**src/design/bfifo_pkg.sv**
```systemverilog
package bfifo_pkg;

	// Default ring depth and fixed field widths.
	localparam int DEPTH_DEF = 64;
	localparam int VAL_W     = 7;
	localparam int BYTE_W    = 8;
	localparam int CMD_W     = 2;
	localparam int KIND_W    = 2;
	localparam int CFG_IDX_W = 2;

	// Configuration register indexes.
	localparam logic [CFG_IDX_W-1:0] REG_CAPACITY = 2'd0;
	localparam logic [CFG_IDX_W-1:0] REG_TRIGGER  = 2'd1;

	// Reset values of the configuration registers.
	localparam logic [VAL_W-1:0] CAPACITY_RST = 7'd64;
	localparam logic [VAL_W-1:0] TRIGGER_RST  = 7'd1;

	// Input operation codes.
	typedef enum logic [CMD_W-1:0] {
		CMD_SEND  = 2'd0,
		CMD_RECV  = 2'd1,
		CMD_RESET = 2'd2
	} cmd_code_t;

	// Result kinds.
	typedef enum logic [KIND_W-1:0] {
		KIND_SEND  = 2'd0,
		KIND_BYTE  = 2'd1,
		KIND_BELOW = 2'd2,
		KIND_RESET = 2'd3
	} kind_t;

	// Controller states.
	typedef enum logic {
		ST_IDLE,
		ST_DRAIN
	} state_t;

	// Datapath operations issued by the controller.
	typedef enum logic [2:0] {
		OP_NONE,
		OP_SEND,
		OP_BELOW,
		OP_RESET,
		OP_START,
		OP_POP
	} dp_op_t;

	typedef struct packed {
		dp_op_t op;
	} dp_cmd_t;

	typedef struct packed {
		logic out_free;  // output register can take a result this cycle
		logic no_drain;  // a receive now would drain nothing
		logic last_pop;  // the next pop ends the burst
	} dp_status_t;

endpackage

```
**src/design/bfifo_ctrl.sv**
```systemverilog
module bfifo_ctrl (
	input  logic                             clk,
	input  logic                             arst_n,
	input  logic                             in_valid,
	output logic                             in_ready,
	input  logic [bfifo_pkg::CMD_W-1:0]      cmd,
	input  bfifo_pkg::dp_status_t            dp_status,
	output bfifo_pkg::dp_cmd_t               dp_cmd
);
	import bfifo_pkg::*;

	state_t state_q;
	state_t state_nxt;

	always_ff @(posedge clk or negedge arst_n) begin
		if (!arst_n) begin
			state_q <= ST_IDLE;
		end else begin
			state_q <= state_nxt;
		end
	end

	always_comb begin
		state_nxt = state_q;
		case (state_q)
			ST_IDLE: begin
				if (in_valid && dp_status.out_free && cmd == CMD_RECV && !dp_status.no_drain) begin
					state_nxt = ST_DRAIN;
				end
			end
			ST_DRAIN: begin
				if (dp_status.out_free && dp_status.last_pop) begin
					state_nxt = ST_IDLE;
				end
			end
			default: begin
				state_nxt = ST_IDLE;
			end
		endcase
	end

	always_comb begin
		in_ready  = 1'b0;
		dp_cmd.op = OP_NONE;
		case (state_q)
			ST_IDLE: begin
				in_ready = dp_status.out_free;
				if (in_valid && dp_status.out_free) begin
					case (cmd)
						CMD_SEND:  dp_cmd.op = OP_SEND;
						CMD_RECV:  dp_cmd.op = dp_status.no_drain ? OP_BELOW : OP_START;
						CMD_RESET: dp_cmd.op = OP_RESET;
						default:   dp_cmd.op = OP_NONE;
					endcase
				end
			end
			ST_DRAIN: begin
				if (dp_status.out_free) begin
					dp_cmd.op = OP_POP;
				end
			end
			default: begin
				dp_cmd.op = OP_NONE;
			end
		endcase
	end

endmodule

```
**src/design/bfifo_dp.sv**
```systemverilog
module bfifo_dp #(
	parameter int DEPTH = bfifo_pkg::DEPTH_DEF
) (
	input  logic                              clk,
	input  logic                              arst_n,
	input  logic                              cfg_valid,
	input  logic [bfifo_pkg::CFG_IDX_W-1:0]   cfg_index,
	input  logic [bfifo_pkg::VAL_W-1:0]       cfg_data,
	input  logic [bfifo_pkg::BYTE_W-1:0]      data_byte,
	input  logic [bfifo_pkg::VAL_W-1:0]       request_length,
	input  bfifo_pkg::dp_cmd_t                dp_cmd,
	output bfifo_pkg::dp_status_t             dp_status,
	output logic                              out_valid,
	input  logic                              out_ready,
	output logic [bfifo_pkg::KIND_W-1:0]      kind,
	output logic                              accepted,
	output logic [bfifo_pkg::BYTE_W-1:0]      data_out,
	output logic                              last,
	output logic [bfifo_pkg::VAL_W-1:0]       fill_level
);
	import bfifo_pkg::*;

	localparam int PTR_W = $clog2(DEPTH);
	localparam int CNT_W = $clog2(DEPTH + 1);
	localparam logic [VAL_W-1:0] DEPTH_V = VAL_W'(DEPTH);
	localparam logic [PTR_W:0]   DEPTH_P = (PTR_W + 1)'(DEPTH);

	logic [BYTE_W-1:0] mem [DEPTH];
	logic [BYTE_W-1:0] rd_data_q;

	logic [VAL_W-1:0] capacity_q;
	logic [VAL_W-1:0] trigger_q;
	logic [PTR_W-1:0] wr_ptr_q;
	logic [PTR_W-1:0] rd_ptr_q;
	logic [CNT_W-1:0] held_q;
	logic [VAL_W-1:0] rem_q;

	logic              out_valid_q;
	kind_t             kind_q;
	logic              accepted_q;
	logic [BYTE_W-1:0] data_out_q;
	logic              last_q;
	logic [VAL_W-1:0]  fill_q;

	logic [VAL_W-1:0] eff_cap;
	logic [VAL_W-1:0] eff_trig;
	logic             can_send;
	logic             wr_en;
	logic [PTR_W-1:0] wr_ptr_adv;
	logic [PTR_W-1:0] rd_ptr_adv;
	logic [PTR_W-1:0] rd_addr_nxt;

	// Step a pointer, wrapping at the effective capacity.
	function automatic logic [PTR_W-1:0] ptr_adv(input logic [PTR_W-1:0] p,
			input logic [VAL_W-1:0] cap);
		logic [PTR_W:0] n;
		n = {1'b0, p} + (PTR_W + 1)'(1);
		if (VAL_W'(n) >= cap || n >= DEPTH_P) begin
			return '0;
		end
		return n[PTR_W-1:0];
	endfunction

	assign eff_cap  = (capacity_q == '0) ? VAL_W'(1) :
	                  ((capacity_q > DEPTH_V) ? DEPTH_V : capacity_q);
	assign eff_trig = (trigger_q == '0) ? VAL_W'(1) : trigger_q;
	assign can_send = VAL_W'(held_q) < eff_cap;
	assign wr_en    = (dp_cmd.op == OP_SEND) && can_send;

	assign wr_ptr_adv = ptr_adv(wr_ptr_q, eff_cap);
	assign rd_ptr_adv = ptr_adv(rd_ptr_q, eff_cap);

	always_comb begin
		case (dp_cmd.op)
			OP_POP:   rd_addr_nxt = rd_ptr_adv;
			OP_RESET: rd_addr_nxt = '0;
			default:  rd_addr_nxt = rd_ptr_q;
		endcase
	end

	assign dp_status.out_free = !out_valid_q || out_ready;
	assign dp_status.no_drain = (request_length == '0) || (VAL_W'(held_q) < eff_trig);
	assign dp_status.last_pop = (rem_q == VAL_W'(1)) || (held_q == CNT_W'(1));

	// Ring storage. The read port always prefetches the entry at the read
	// pointer of the next cycle, with the write forwarded when they meet.
	always_ff @(posedge clk) begin
		if (wr_en) begin
			mem[wr_ptr_q] <= data_byte;
		end
		if (wr_en && wr_ptr_q == rd_addr_nxt) begin
			rd_data_q <= data_byte;
		end else begin
			rd_data_q <= mem[rd_addr_nxt];
		end
	end

	always_ff @(posedge clk or negedge arst_n) begin
		if (!arst_n) begin
			capacity_q <= CAPACITY_RST;
			trigger_q  <= TRIGGER_RST;
		end else if (cfg_valid) begin
			if (cfg_index == REG_CAPACITY) begin
				capacity_q <= cfg_data;
			end else if (cfg_index == REG_TRIGGER) begin
				trigger_q <= cfg_data;
			end
		end
	end

	always_ff @(posedge clk or negedge arst_n) begin
		if (!arst_n) begin
			wr_ptr_q    <= '0;
			rd_ptr_q    <= '0;
			held_q      <= '0;
			rem_q       <= '0;
			out_valid_q <= 1'b0;
		end else begin
			if (out_ready) begin
				out_valid_q <= 1'b0;
			end
			case (dp_cmd.op)
				OP_SEND: begin
					out_valid_q <= 1'b1;
					if (can_send) begin
						wr_ptr_q <= wr_ptr_adv;
						held_q   <= held_q + CNT_W'(1);
					end
				end
				OP_BELOW: begin
					out_valid_q <= 1'b1;
				end
				OP_RESET: begin
					out_valid_q <= 1'b1;
					wr_ptr_q    <= '0;
					rd_ptr_q    <= '0;
					held_q      <= '0;
				end
				OP_START: begin
					rem_q <= request_length;
				end
				OP_POP: begin
					out_valid_q <= 1'b1;
					rd_ptr_q    <= rd_ptr_adv;
					held_q      <= held_q - CNT_W'(1);
					rem_q       <= rem_q - VAL_W'(1);
				end
				default: begin
				end
			endcase
		end
	end

	// Result payload.
	always_ff @(posedge clk) begin
		case (dp_cmd.op)
			OP_SEND: begin
				kind_q     <= KIND_SEND;
				accepted_q <= can_send;
				data_out_q <= '0;
				last_q     <= 1'b1;
				fill_q     <= can_send ? VAL_W'(held_q) + VAL_W'(1) : VAL_W'(held_q);
			end
			OP_BELOW: begin
				kind_q     <= KIND_BELOW;
				accepted_q <= 1'b0;
				data_out_q <= '0;
				last_q     <= 1'b1;
				fill_q     <= VAL_W'(held_q);
			end
			OP_RESET: begin
				kind_q     <= KIND_RESET;
				accepted_q <= 1'b0;
				data_out_q <= '0;
				last_q     <= 1'b1;
				fill_q     <= '0;
			end
			OP_POP: begin
				kind_q     <= KIND_BYTE;
				accepted_q <= 1'b0;
				data_out_q <= rd_data_q;
				last_q     <= dp_status.last_pop;
				fill_q     <= VAL_W'(held_q) - VAL_W'(1);
			end
			default: begin
			end
		endcase
	end

	assign out_valid  = out_valid_q;
	assign kind       = kind_q;
	assign accepted   = accepted_q;
	assign data_out   = data_out_q;
	assign last       = last_q;
	assign fill_level = fill_q;

	// The fill count never passes the ring depth.
	assert property (@(posedge clk) disable iff (!arst_n)
		VAL_W'(held_q) <= DEPTH_V)
		else $error("fill count exceeds ring depth");

	// A pop is never issued on an empty ring.
	assert property (@(posedge clk) disable iff (!arst_n)
		dp_cmd.op == OP_POP |-> held_q != '0)
		else $error("pop issued on empty ring");

	// A stalled result is never overwritten by a new operation.
	assert property (@(posedge clk) disable iff (!arst_n)
		(out_valid_q && !out_ready) |-> dp_cmd.op == OP_NONE)
		else $error("result overwritten while stalled");

	// A stored byte raises the fill count by exactly one.
	assert property (@(posedge clk) disable iff (!arst_n)
		wr_en |=> held_q == $past(held_q) + CNT_W'(1))
		else $error("accepted send did not raise the fill count");

endmodule

```
**src/design/byte_fifo_with_trigger_level.sv**
```systemverilog
// Byte ring FIFO with a trigger level.
//
// Items arrive on the input channel (in_valid/in_ready) with an operation in
// cmd: send one byte, receive a burst of up to request_length bytes, or empty
// the FIFO. Results leave on the output channel (out_valid/out_ready), one
// beat per result, each carrying the fill level after it and last on the
// final beat of its item. Configuration registers capacity and
// trigger_level are written through the cfg channel, which is always ready.
//
// A send, an empty command or a receive below the trigger (or of length zero)
// answers with one registered beat; a new item is taken every cycle as long
// as the receiver keeps up. A receive burst first loads its length into the
// remaining count, then pops its bytes into the output register while the
// receiver keeps up; the input is not ready until the burst ends.
// The ring read port always prefetches the entry at the next read pointer,
// which lets the bytes stream without gaps. An unused code is taken and
// answers nothing.
//
// Reset clears the pointers, the fill count and the output valid flag and
// restores capacity 64 and trigger level 1; the ring contents are kept.
// When the receiver stalls, the result is held in the output register and
// no further item is accepted until that beat is taken.
module byte_fifo_with_trigger_level #(
	parameter int DEPTH = bfifo_pkg::DEPTH_DEF
) (
	input  logic                              clk,
	input  logic                              arst_n,
	input  logic                              cfg_valid,
	output logic                              cfg_ready,
	input  logic [bfifo_pkg::CFG_IDX_W-1:0]   cfg_index,
	input  logic [bfifo_pkg::VAL_W-1:0]       cfg_data,
	input  logic                              in_valid,
	output logic                              in_ready,
	input  logic [bfifo_pkg::CMD_W-1:0]       cmd,
	input  logic [bfifo_pkg::BYTE_W-1:0]      data_byte,
	input  logic [bfifo_pkg::VAL_W-1:0]       request_length,
	output logic                              out_valid,
	input  logic                              out_ready,
	output logic [bfifo_pkg::KIND_W-1:0]      kind,
	output logic                              accepted,
	output logic [bfifo_pkg::BYTE_W-1:0]      data_out,
	output logic                              last,
	output logic [bfifo_pkg::VAL_W-1:0]       fill_level
);
	import bfifo_pkg::*;

	dp_cmd_t    dp_cmd;
	dp_status_t dp_status;

	// Configuration writes are taken in any cycle; the user must issue them only
	// while the block is idle, which the block itself does not enforce.
	assign cfg_ready = 1'b1;

	// The controller sequences items and bursts.
	bfifo_ctrl u_ctrl (
		.clk       (clk),
		.arst_n    (arst_n),
		.in_valid  (in_valid),
		.in_ready  (in_ready),
		.cmd       (cmd),
		.dp_status (dp_status),
		.dp_cmd    (dp_cmd)
	);

	// The datapath holds the ring, pointers, registers and result register.
	bfifo_dp #(
		.DEPTH (DEPTH)
	) u_dp (
		.clk            (clk),
		.arst_n         (arst_n),
		.cfg_valid      (cfg_valid),
		.cfg_index      (cfg_index),
		.cfg_data       (cfg_data),
		.data_byte      (data_byte),
		.request_length (request_length),
		.dp_cmd         (dp_cmd),
		.dp_status      (dp_status),
		.out_valid      (out_valid),
		.out_ready      (out_ready),
		.kind           (kind),
		.accepted       (accepted),
		.data_out       (data_out),
		.last           (last),
		.fill_level     (fill_level)
	);

endmodule
```
**config.mk**
```make
export PLATFORM = sky130hd
export DESIGN_NAME = byte_fifo_with_trigger_level
export DESIGN_NICKNAME = d
export VERILOG_FILES = /design/src/design/bfifo_pkg.sv /design/src/design/bfifo_ctrl.sv /design/src/design/bfifo_dp.sv /design/src/design/byte_fifo_with_trigger_level.sv
export SDC_FILE = /design/constraint.sdc
export NUM_CORES = 1
export LEC_CHECK = 0
export BUFFER_PORTS_ARGS = -buffer_cell sky130_fd_sc_hd__buf_2
export CELL_PAD_IN_SITES_DETAIL_PLACEMENT = 1
export CELL_PAD_IN_SITES_GLOBAL_PLACEMENT = 2
export CORE_MARGIN = 4
export CORE_UTILIZATION = 52
export DETAILED_ROUTE_END_ITERATION = 10
export PLACE_DENSITY_LB_ADDON = 0.1
export SYNTH_ARGS = -nofsm -noshare
export SYNTH_HDL_FRONTEND = slang
export SYNTH_SLANG_ARGS = --single-unit
export TNS_END_PERCENT = 30
```
**constraint.sdc**
```tcl
create_clock -name clk -period 6.05 [get_ports clk]
set_input_delay 1.21 -clock clk [delete_from_list [all_inputs] [get_ports clk]]
set_output_delay 1.21 -clock clk [all_outputs]
set_load 0.05 [all_outputs]
```
== Word-level counts from Yosys, hierarchy flattened ==
Memories as Yosys holds them, arrays and structs flattened. A register that Yosys moved wholly into a read port is not among the register bits.
Cells that the tools add are included.

* Memories kept: 1
* Output and inout bits: 22
* Word-level logic and storage cells: 102
* Register bits after elaboration: 61
* Input bits: 31
* Bits in writable memories: 512

{| class="wikitable"
|+ Memory list
! name !! words !! bits a word !! read ports !! clocked after memory_dff !! write ports !! RTL line !! RTL
|-
| u_dp.mem || 64 || 8 || 1 || 1 || 1 || bfifo_dp.sv:28 || <nowiki>logic [BYTE_W-1:0] mem [DEPTH];</nowiki>
|}

* Multiplexer cells: 33
* Reductions and logical operators: 30
* $add $sub $neg: 5
* Bitwise gates (word level): 2
* $lt $le $gt $ge: 7
* Eq/ne operators: 11

{| class="wikitable"
|+ Operators with widths
! operator !! count
|-
| $mux W6 || 5
|-
| $mux W7 || 4
|-
| $pmux W7 S4 || 1
|-
| $pmux W6 S2 || 2
|-
| $logic_not A7 Y1 || 3
|-
| $pmux W7 S3 || 1
|-
| $pmux W8 S2 || 1
|-
| $add A6 B1 Y7 const B || 2
|-
| $eq A7 B1 Y1 const B || 2
|-
| $ge A7 B7 Y1 || 2
|-
| $ge A7 B7 Y1 const B || 2
|-
| $lt A7 B7 Y1 || 2
|-
| $pmux W7 S2 || 1
|-
| $sub A7 B1 Y7 const B || 2
|-
| $reduce_bool A2 Y1 || 5
|-
| $mux W1 || 9
|-
| $mux W3 || 3
|-
| $pmux W3 S3 || 1
|-
| $pmux W2 S4 || 1
|-
| $add A7 B1 Y7 const B || 1
|-
| $gt A7 B7 Y1 const B || 1
|-
| $eq A3 B2 Y1 const B || 2
|-
| $eq A3 B3 Y1 const B || 2
|-
| $pmux W1 S2 || 3
|-
| 16 further kinds || 30
|}

== Depth between registers and ports, before layout ==
Gate-level depths: netlist of the first run.

* Depth in word-level cells: 12
* Depth in mapped cells: 11
* Depth with buffers taken out: 10

== Hierarchy ==
Synthesis of the first run repeated with hierarchy kept, for this count alone.

* Cell total of the unflattened synthesis: 1320
* Area total of the unflattened synthesis: 24001.8 sq um

{| class="wikitable"
|+ Modules (own cells, without submodules)
! module !! area an instance (sq um) !! times used !! sequential area each (sq um) !! cells an instance
|-
| bfifo_dp || 23877.9 || 1 || 17093.9 || 1307
|-
| bfifo_ctrl || 112.6 || 1 || 25.0 || 11
|-
| byte_fifo_with_trigger_level || 11.3 || 1 || 0.0 || 2
|}

== Worst setup path before layout of the first run ==
OpenSTA, ideal clock, no wires.

* Path kind: input port to flip-flop
* Start point: in in_valid
* End point: mem u_dp.mem[7][0], enable pin
* Arrival: 3255 ps
* Setup time: 395 ps
* Required time: 5655 ps
* Slack: 2401 ps
* Cell stages on the path: 7
* Path buffers: 2
* Path through: nor2b_1 > and3_1 > nand3_1 > clkbuf_1 > or3_1 > clkbuf_1 > nor4_1

* Cells in the longest elaborated chain, start to end: 7

{| class="wikitable"
|+ RTL lines
! element !! RTL line !! RTL
|-
| from (decl) || byte_fifo_with_trigger_level.sv:32 || <nowiki>input logic in_valid,</nowiki>
|-
| $logic_and A1 B1 Y1 || bfifo_ctrl.sv:48 || <nowiki>if (in_valid && dp_status.out_free) begin</nowiki>
|-
| $mux W3 || bfifo_ctrl.sv:48 ||
|-
| $pmux W3 S2 || bfifo_ctrl.sv:45 || <nowiki>case (state_q)</nowiki>
|-
| $eq A3 B1 Y1 || bfifo_dp.sv:68 || <nowiki>assign wr_en = (dp_cmd.op == OP_SEND) && can_send;</nowiki>
|-
| $logic_and A1 B1 Y1 || bfifo_dp.sv:68 ||
|-
| $mux W1 || bfifo_dp.sv:88 || <nowiki>if (wr_en) begin</nowiki>
|-
| $mux W1 (implied by the code) || bfifo_dp.sv:89 || <nowiki>mem[wr_ptr_q] <= data_byte;</nowiki>
|-
| to (decl) || bfifo_dp.sv:28 ||
|}

Every way passes these cells.

== Final worst setup path of the first run ==
* Start point: reg u_dp.capacity_q[6]
* End point: mem u_dp.mem[15][4], enable pin

* Cells in the longest elaborated chain, start to end: 7
* Elaborated cells between the ends (all ways): 8
* Those cells by class: 2 x order compare; 4 x mux; 2 x reduce/logical

{| class="wikitable"
|+ RTL lines
! element !! RTL line !! RTL
|-
| from (decl) || bfifo_dp.sv:31 || <nowiki>logic [VAL_W-1:0] capacity_q;</nowiki>
|-
| from (signal assigned) || bfifo_dp.sv:104 || <nowiki>capacity_q <= cfg_data;</nowiki>
|-
| $gt A7 B7 Y1 || bfifo_dp.sv:65 || <nowiki>((capacity_q > DEPTH_V) ? DEPTH_V : capacity_q);</nowiki>
|-
| $mux W7 || bfifo_dp.sv:65 ||
|-
| $mux W7 * || bfifo_dp.sv:64 || <nowiki>assign eff_cap = (capacity_q == '0) ? VAL_W'(1) :</nowiki>
|-
| $lt A7 B7 Y1 * || bfifo_dp.sv:67 || <nowiki>assign can_send = VAL_W'(held_q) < eff_cap;</nowiki>
|-
| $logic_and A1 B1 Y1 * || bfifo_dp.sv:68 ||
|-
| $mux W1 * || bfifo_dp.sv:88 ||
|-
| $mux W1 (implied by the code) * || bfifo_dp.sv:89 ||
|}

Every way passes the cells marked *; elsewhere a longest branch is shown, timed or not.

==> flow_metrics.env, run 1 <==
export IMPL_p_sw_share_pct=31.2
export IMPL_status="completed"
export IMPL_cpPeakStageDelay_ns=0.73
export IMPL_rows=78
export IMPL_num_vias=12797
export IMPL_insertion_delay_ns=0.62
export IMPL_busiest_layer="met2"
export IMPL_cp_end_kind="register"
export IMPL_timing_slew_headroom_pct=26.5
export IMPL_ctsHoldBuffers=0
export IMPL_p_leak_nw=8.79
export IMPL_stdcell_count=2033
export IMPL_multiInputGateArea_sq_mm=0.00646
export IMPL_mappedNetlistArea_sq_mm=0.0240
export IMPL_worst_path_buf_inv=3
export IMPL_tns_ns=0
export IMPL_place_congestion=0.802
export IMPL_clockRootBuffer="clkbuf_16"
export IMPL_final_hold_violation_count=0
export IMPL_worst_slew_pin_slew_ns=1.10
export IMPL_synth_distinct_cells=67
export IMPL_numPlacedInstances=1923
export IMPL_nFillCells=3962
export IMPL_cts_resized_gates=0
export IMPL_synth_seq_cells=579
export IMPL_cpMostUsedCell="inv_1"
export IMPL_p_switching_mw=3.65
export IMPL_fmax_ghz=0.245
export IMPL_grt_max_degree=75
export IMPL_initial_core_util_pct=52.7
export IMPL_seq_area_sq_mm=0.0171
export IMPL_critical_path_max_fanout=29
export IMPL_final_cell_mix="edfxtp_1, mux4_2, nor2_1"
export IMPL_crit_type="register to register"
export IMPL_clock_power_share_pct=31.2
export IMPL_maxSlewViolCount=0
export IMPL_pwr_share_comb_pct=26.2
export IMPL_cts_made_buffers=58
export IMPL_synth_edf_count=531
export IMPL_critPathLaunchType="register"
export IMPL_grt_pass1_vias=13331
export IMPL_fin_crit_ns=4.09
export IMPL_powerDensity_mw_per_mm2=432
export IMPL_drt_iter0_markers=1195
export IMPL_synth_area_top_cells="edfxtp_1, mux4_2, dfrtp_1"
export IMPL_holdCritPathClass="register to register"
export IMPL_overflow=0
export IMPL_ir_drop_uv=293
export IMPL_grtUsageMet3_pct=4.44
export IMPL_grt_pass1_wl_um=90300
export IMPL_rsz0062_at_grt="no"
export IMPL_grtUsageTotal_pct=24.4
export IMPL_syn_num_nets=1368
export IMPL_layout_commonest_cell="edfxtp_1"
export IMPL_fin_worst_skew_ns=0.0207
export IMPL_grt_met1_usage_pct=36.9
export IMPL_die_w_um=223
export IMPL_antenna_found_initial=1
export IMPL_synthArstFlopShare_pct=7.25
export IMPL_max_cap_violations=0
export IMPL_dpl_hpwl_um=37500
export IMPL_drt_wl_total_um=59600
export IMPL_gr_usage_met2_pct=38.4
export IMPL_cts_setup_buffers=0
export IMPL_die_y_um=223
export IMPL_die_area_sq_mm=0.0496
export IMPL_syn_inst=1304
export IMPL_clock_sinks=579
export IMPL_setup_violations=0
export IMPL_vias_per_cell=6.29
export IMPL_first_pass_iters=6
export IMPL_area_growth_pct=12.7
export IMPL_antenna_cells=0
export IMPL_yosysWarnings=0
export IMPL_timing_final_crit_share_pct=67.6
export IMPL_coreArea_sq_mm=0.0455
export IMPL_cts_htree_levels=2
export IMPL_avgSynthCellArea_sq_um=18.4
export IMPL_cts_tree="yes"
export IMPL_pin_count=53
export IMPL_crit_required_ns=6.29
export IMPL_final_nets=1447
export IMPL_p_seq_share_pct=42.5
export IMPL_p_int_mw=8.03
export IMPL_io_buffers=51
export IMPL_synth_ff_type="edfxtp_1"
export IMPL_drive_gt1_share_pct=26.0
export IMPL_cp_slowest_cell="nor2_1"
export IMPL_clk_pin_slew_ns=0.06
export IMPL_yosysTopAreaCell="edfxtp_1"
export IMPL_routedWlPerCell_um=29.3
export IMPL_cts_max_path_buffers=3
export IMPL_synth_top_area_share_pct=66.5
export IMPL_crit_path_cell_trace="inv_1 > nand2_1 > ha_1 > inv_1 > a221oi_2 > o31ai_1 > nand3_1 > buf_4 > or3_1 > nor2_1"
export IMPL_arrival_ns=4.33
export IMPL_cp_top_family="simple AND/OR/NAND/NOR gates"
export IMPL_antenna_left=0
export IMPL_drc=0
export IMPL_seq_area_frac_synth_pct=71.4
final timing paths:
kind / startpoint / to / slack [ns] / cells after the start
hold / removal: u_dp.trigger_q[4] / u_dp.trigger_q[4] / 0.55 / 1
hold reg to reg: u_dp.trigger_q[4] / u_dp.trigger_q[4] / 0.55 / 1
min in group asynchronous: arst_n / u_dp.trigger_q[3] / 0.69 / 2
max in group asynchronous: arst_n / u_dp.rem_q[2] / 4.89 / 2
setup reg to reg: u_dp.capacity_q[6] / u_dp.mem[15][4] / 1.96 / 10
setup / recovery: u_dp.capacity_q[6] / u_dp.mem[15][4] / 1.96 / 10
synth_stat cells, types with 3 or more instances:
cell	number
edfxtp_1	531
mux4_2	151
nor2_1	89
clkbuf_1	52
dfrtp_1	40
nand2_1	40
ha_1	33
nor3_1	30
o21ai_0	30
inv_1	27
a21oi_1	24
nand3_1	21
buf_2	15
mux2i_1	14
mux2_2	13
or3_1	13
a31oi_1	12
nand3b_1	12
a22oi_1	9
a211oi_1	8
nor2b_1	8
and3_1	7
nand4_1	7
nor4_1	7
o22ai_1	7
or2_2	7
xnor2_1	7
buf_1	6
dfxtp_1	6
o31ai_1	6
a21o_1	5
nand2b_1	5
a22o_1	4
a32oi_1	4
and2_1	4
or4_1	4
xor2_1	4
a221o_1	3
o211ai_1	3
or3b_2	3
state kept, by name, indices dropped and copies added (netlist names), named ones only:
name             flops
u_dp.out_valid       1
u_dp.trigger_q       7
u_dp.kind            2
u_dp.fill_level      7
u_dp.wr_ptr_q        6
u_dp.rd_ptr_q        6
u_dp.capacity_q      7
u_dp.data_out        8
u_ctrl.state_q       1
u_dp.accepted        1
u_dp.mem           512
u_dp.last            1
u_dp.held_q          7
u_dp.rem_q           7
layer usage:
metal	share of wire, %	routed length [um]
met2	48	28600
met3	6.4	3840
met4	1.6	948
met1	44	26200
met5	0.022	13
stage by stage:
stage	total power, mW	hold WS [ns]	setup slack [ns]	util [%]	instance area [sq um]
6_report	11.7	0.552	1.96	59.4	27000
5_1_grt	12.2	0.566	1.79	59.4	27000
4_1_cts	11.8	0.554	1.96	59.4	27000
3_5_place_dp	8.12	0.541	1.90	55.1	25000
3_3_place_gp	8.07	0.514	1.92	55.1	25000
2_1_floorplan	7.08	0.495	2.40	-	24000
kinds of logic after synthesis:
family / count (synthesis) / synth area share [%]
compound gates: 133 / 3.71
mux: 178 / 15.4
flops: 579 / 71.4
other cells: 1 / 0.0156
buf+inv: 101 / 1.68
fa+ha+maj: 33 / 1.72
xor+xnor: 11 / 0.402
simple gates: 268 / 5.68
final cells by class:
class	instances	share of cell area, %
Timing Repair Buffer	93	2.25
Sequential cell	579	63.4
Tap cell	600	2.78
Clock inverter	38	1.46
Clock buffer	72	5.80
Multi-Input combinational cell	624	23.9
Inverter	27	0.375
power groups by stage:
stage	sequential (mW)	combinational, mW	clock, mW
3_5_place_dp	5.05	3.07	0
6_report	4.97	3.06	3.65
3_3_place_gp	5.04	3.03	0
5_1_grt	5.01	3.28	3.91
4_1_cts	4.97	3.08	3.71
2_1_floorplan	5.00	2.09	0
worst reg2reg max path: cells and delay by family, from the launching register on:
kind / cells / cell delay [ns]
simple gates: 4 / 1.76
compound gates: 2 / 0.65
flops: 1 / 0.58
buf+inv: 3 / 0.50
fa+ha+maj: 1 / 0.24
Power figures use the tool's default switching activity.
==> run 2: changes to the inputs <==
Settings changed: CORE_UTILIZATION 52 to 44.
Clock period 6.05 ns to 3.3 ns, I/O delays scaled along.
==> run 2 against run 1 <==
  * Combinational power is 110% higher
  * Via count is 1.7% higher
  * Worst setup slack worse by 1.9 ns
  * Global-route usage is 2.4 points lower
  * Sequential power is 78% higher
  * Routed wire length is 5.9% higher
  * Register-to-register slack worse by 1.9 ns
  * First-iteration DRC count is 13% higher
  * Count of clock-buffer cells in the layout is 2 higher
  * Fmax is 26% higher
  * Critical path type unchanged
  * Largest power group unchanged
  * Highest routed layer is now met4
==> flow_metrics.env, run 2 (synthesized netlist as in run 1, its figures left out) <==
export IMPL_status="completed"
export IMPL_antenna_left=0
export IMPL_grt_pass1_vias=13674
export IMPL_fmax_ghz=0.307
export IMPL_routedWlPerCell_um=28.4
export IMPL_grt_max_degree=53
export IMPL_clk_pin_slew_ns=0.07
export IMPL_insertion_delay_ns=0.62
export IMPL_p_leak_nw=9.37
export IMPL_timing_slew_headroom_pct=45.5
export IMPL_max_cap_violations=0
export IMPL_timing_final_crit_share_pct=98.6
export IMPL_first_pass_iters=5
export IMPL_drt_iter0_markers=1345
export IMPL_final_cell_mix="edfxtp_1, mux4_2, buf_4"
export IMPL_final_util_pct=52.1
export IMPL_drive_gt1_share_pct=31.3
export IMPL_ir_drop_uv=463
export IMPL_layout_commonest_cell="edfxtp_1"
export IMPL_die_area_sq_mm=0.0583
export IMPL_worst_slew_pin_slew_ns=0.818
export IMPL_drt_wl_total_um=63200
export IMPL_io_buffers=51
export IMPL_antenna_found_initial=1
export IMPL_final_hold_violation_count=0
export IMPL_place_congestion=0.806
export IMPL_cts_max_path_buffers=3
export IMPL_initial_core_util_pct=44.5
export IMPL_tns_ns=0
export IMPL_post_place_ws_ns=-0.122
export IMPL_largest_register_ffs=512
export IMPL_cts_htree_levels=2
export IMPL_critical_path_max_fanout=8
export IMPL_arrival_ns=3.60
export IMPL_vias_per_cell=5.84
export IMPL_grtUsageTotal_pct=22.0
export IMPL_critPathLaunchType="register"
export IMPL_maxSlewViolCount=0
export IMPL_num_vias=13018
export IMPL_stdcell_count=2228
export IMPL_rows=85
export IMPL_ctsHoldBuffers=0
export IMPL_cts_tree="yes"
export IMPL_crit_type="register to register"
export IMPL_die_w_um=241
export IMPL_area_growth_pct=17.2
export IMPL_fin_ws_ns=0.0463
export IMPL_dpl_hpwl_um=42300
export IMPL_fin_worst_skew_ns=0.0161
export IMPL_clockRootBuffer="clkbuf_16"
export IMPL_overflow=0
export IMPL_drc=0
export IMPL_die_y_um=241
export IMPL_fin_crit_ns=3.25
export IMPL_crit_required_ns=3.65
export IMPL_pin_count=53
export IMPL_clock_sinks=579
export IMPL_setup_violations=0
export IMPL_cts_made_buffers=59
export IMPL_final_nets=1548
export IMPL_grt_pass1_wl_um=93500
export IMPL_powerDensity_mw_per_mm2=791
export IMPL_holdCritPathClass="input port to async pin"
export IMPL_numPlacedInstances=2116
export IMPL_cp_end_kind="register"
export IMPL_largest_register="u_dp.mem"
export IMPL_coreArea_sq_mm=0.0539
==> run 2: cell types whose count changed in the layout (fill, tap and decap cells not counted), moves of 4 or more <==
cell / delta
bufinv_16: +4
clkinv_2: -5
buf_12: +7
buf_4: +92
clkbuf_1: +5
or3_4: +5
clkbuf_8: -4
or3_1: -5
==> run 2: layer usage <==
metal,track usage [%],part of all wire [%],vias up
met5,0,0,-
met4,4.59,1.6,0
met3,3.68,5.1,64
met2,34.0,47,319
met1,33.6,47,6966
li1,-,-,5669
==> run 2: cell type report <==
type,instances,area [sq um]
fillers,4877,25800
repair buffers,193,1450
clock buffers,74,1550
flip-flops and latches,579,17100
inverters,27,105
multi-input cells,624,6500
well taps,696,871
clock inverters,34,474
diodes,1,2.50
==> run 2: final timing paths <==
kind                                         from                  to  slack (ns)  cells after the start
worst min-delay path                       arst_n    u_dp.wr_ptr_q[4]        0.03                      1
min in group clk                      cfg_data[6]  u_dp.capacity_q[6]        0.28                      3
max in group asynchronous                  arst_n   u_dp.trigger_q[0]        2.48                      2
worst max register to register     u_dp.held_q[4]  u_dp.fill_level[4]        0.05                      8
worst max-delay path               u_dp.held_q[4]  u_dp.fill_level[4]        0.05                      8
worst min register to register  u_dp.trigger_q[4]   u_dp.trigger_q[4]        0.55                      1
==> run 2: where the power goes <==
part           internal, mW  switching, mW  total (mW)
clock network          4.20           2.78        6.98
logic                  2.70           3.67        6.37
registers              8.41          0.469        8.87
total                  15.3           6.92        22.2
==> run 2: timing repair <==
action                     4_1_cts  5_1_grt
buffers inserted                 0        3
pin swaps                        0        0
setup endpoints to repair       52      220
gates resized for setup          3       10
==> run 2: per-stage QoR <==
| step | hold slack, ns | instance area [sq um] | power [mW] |
|---|---|---|---|
| 2_1_floorplan | 0.364 | 24000 | 13.0 |
| 3_5_place_dp | 0.539 | 26000 | 15.4 |
| 4_1_cts | 0.00834 | 28000 | 22.4 |
| 3_3_place_gp | 0.523 | 26000 | 15.3 |
| 6_report | 0.0314 | 28100 | 22.2 |
| 5_1_grt | 0.0357 | 28100 | 23.2 |
==> run 2: worst max-delay path, cell delays in order, from the launching register on <==
cell,delay [ns]
dfrtp_1,0.40
buf_4,0.18
ha_1,0.32
a211o_1,0.26
a21oi_1,0.36
and3_1,0.38
o21bai_1,0.31
nor4b_1,0.24
or4_1,0.54
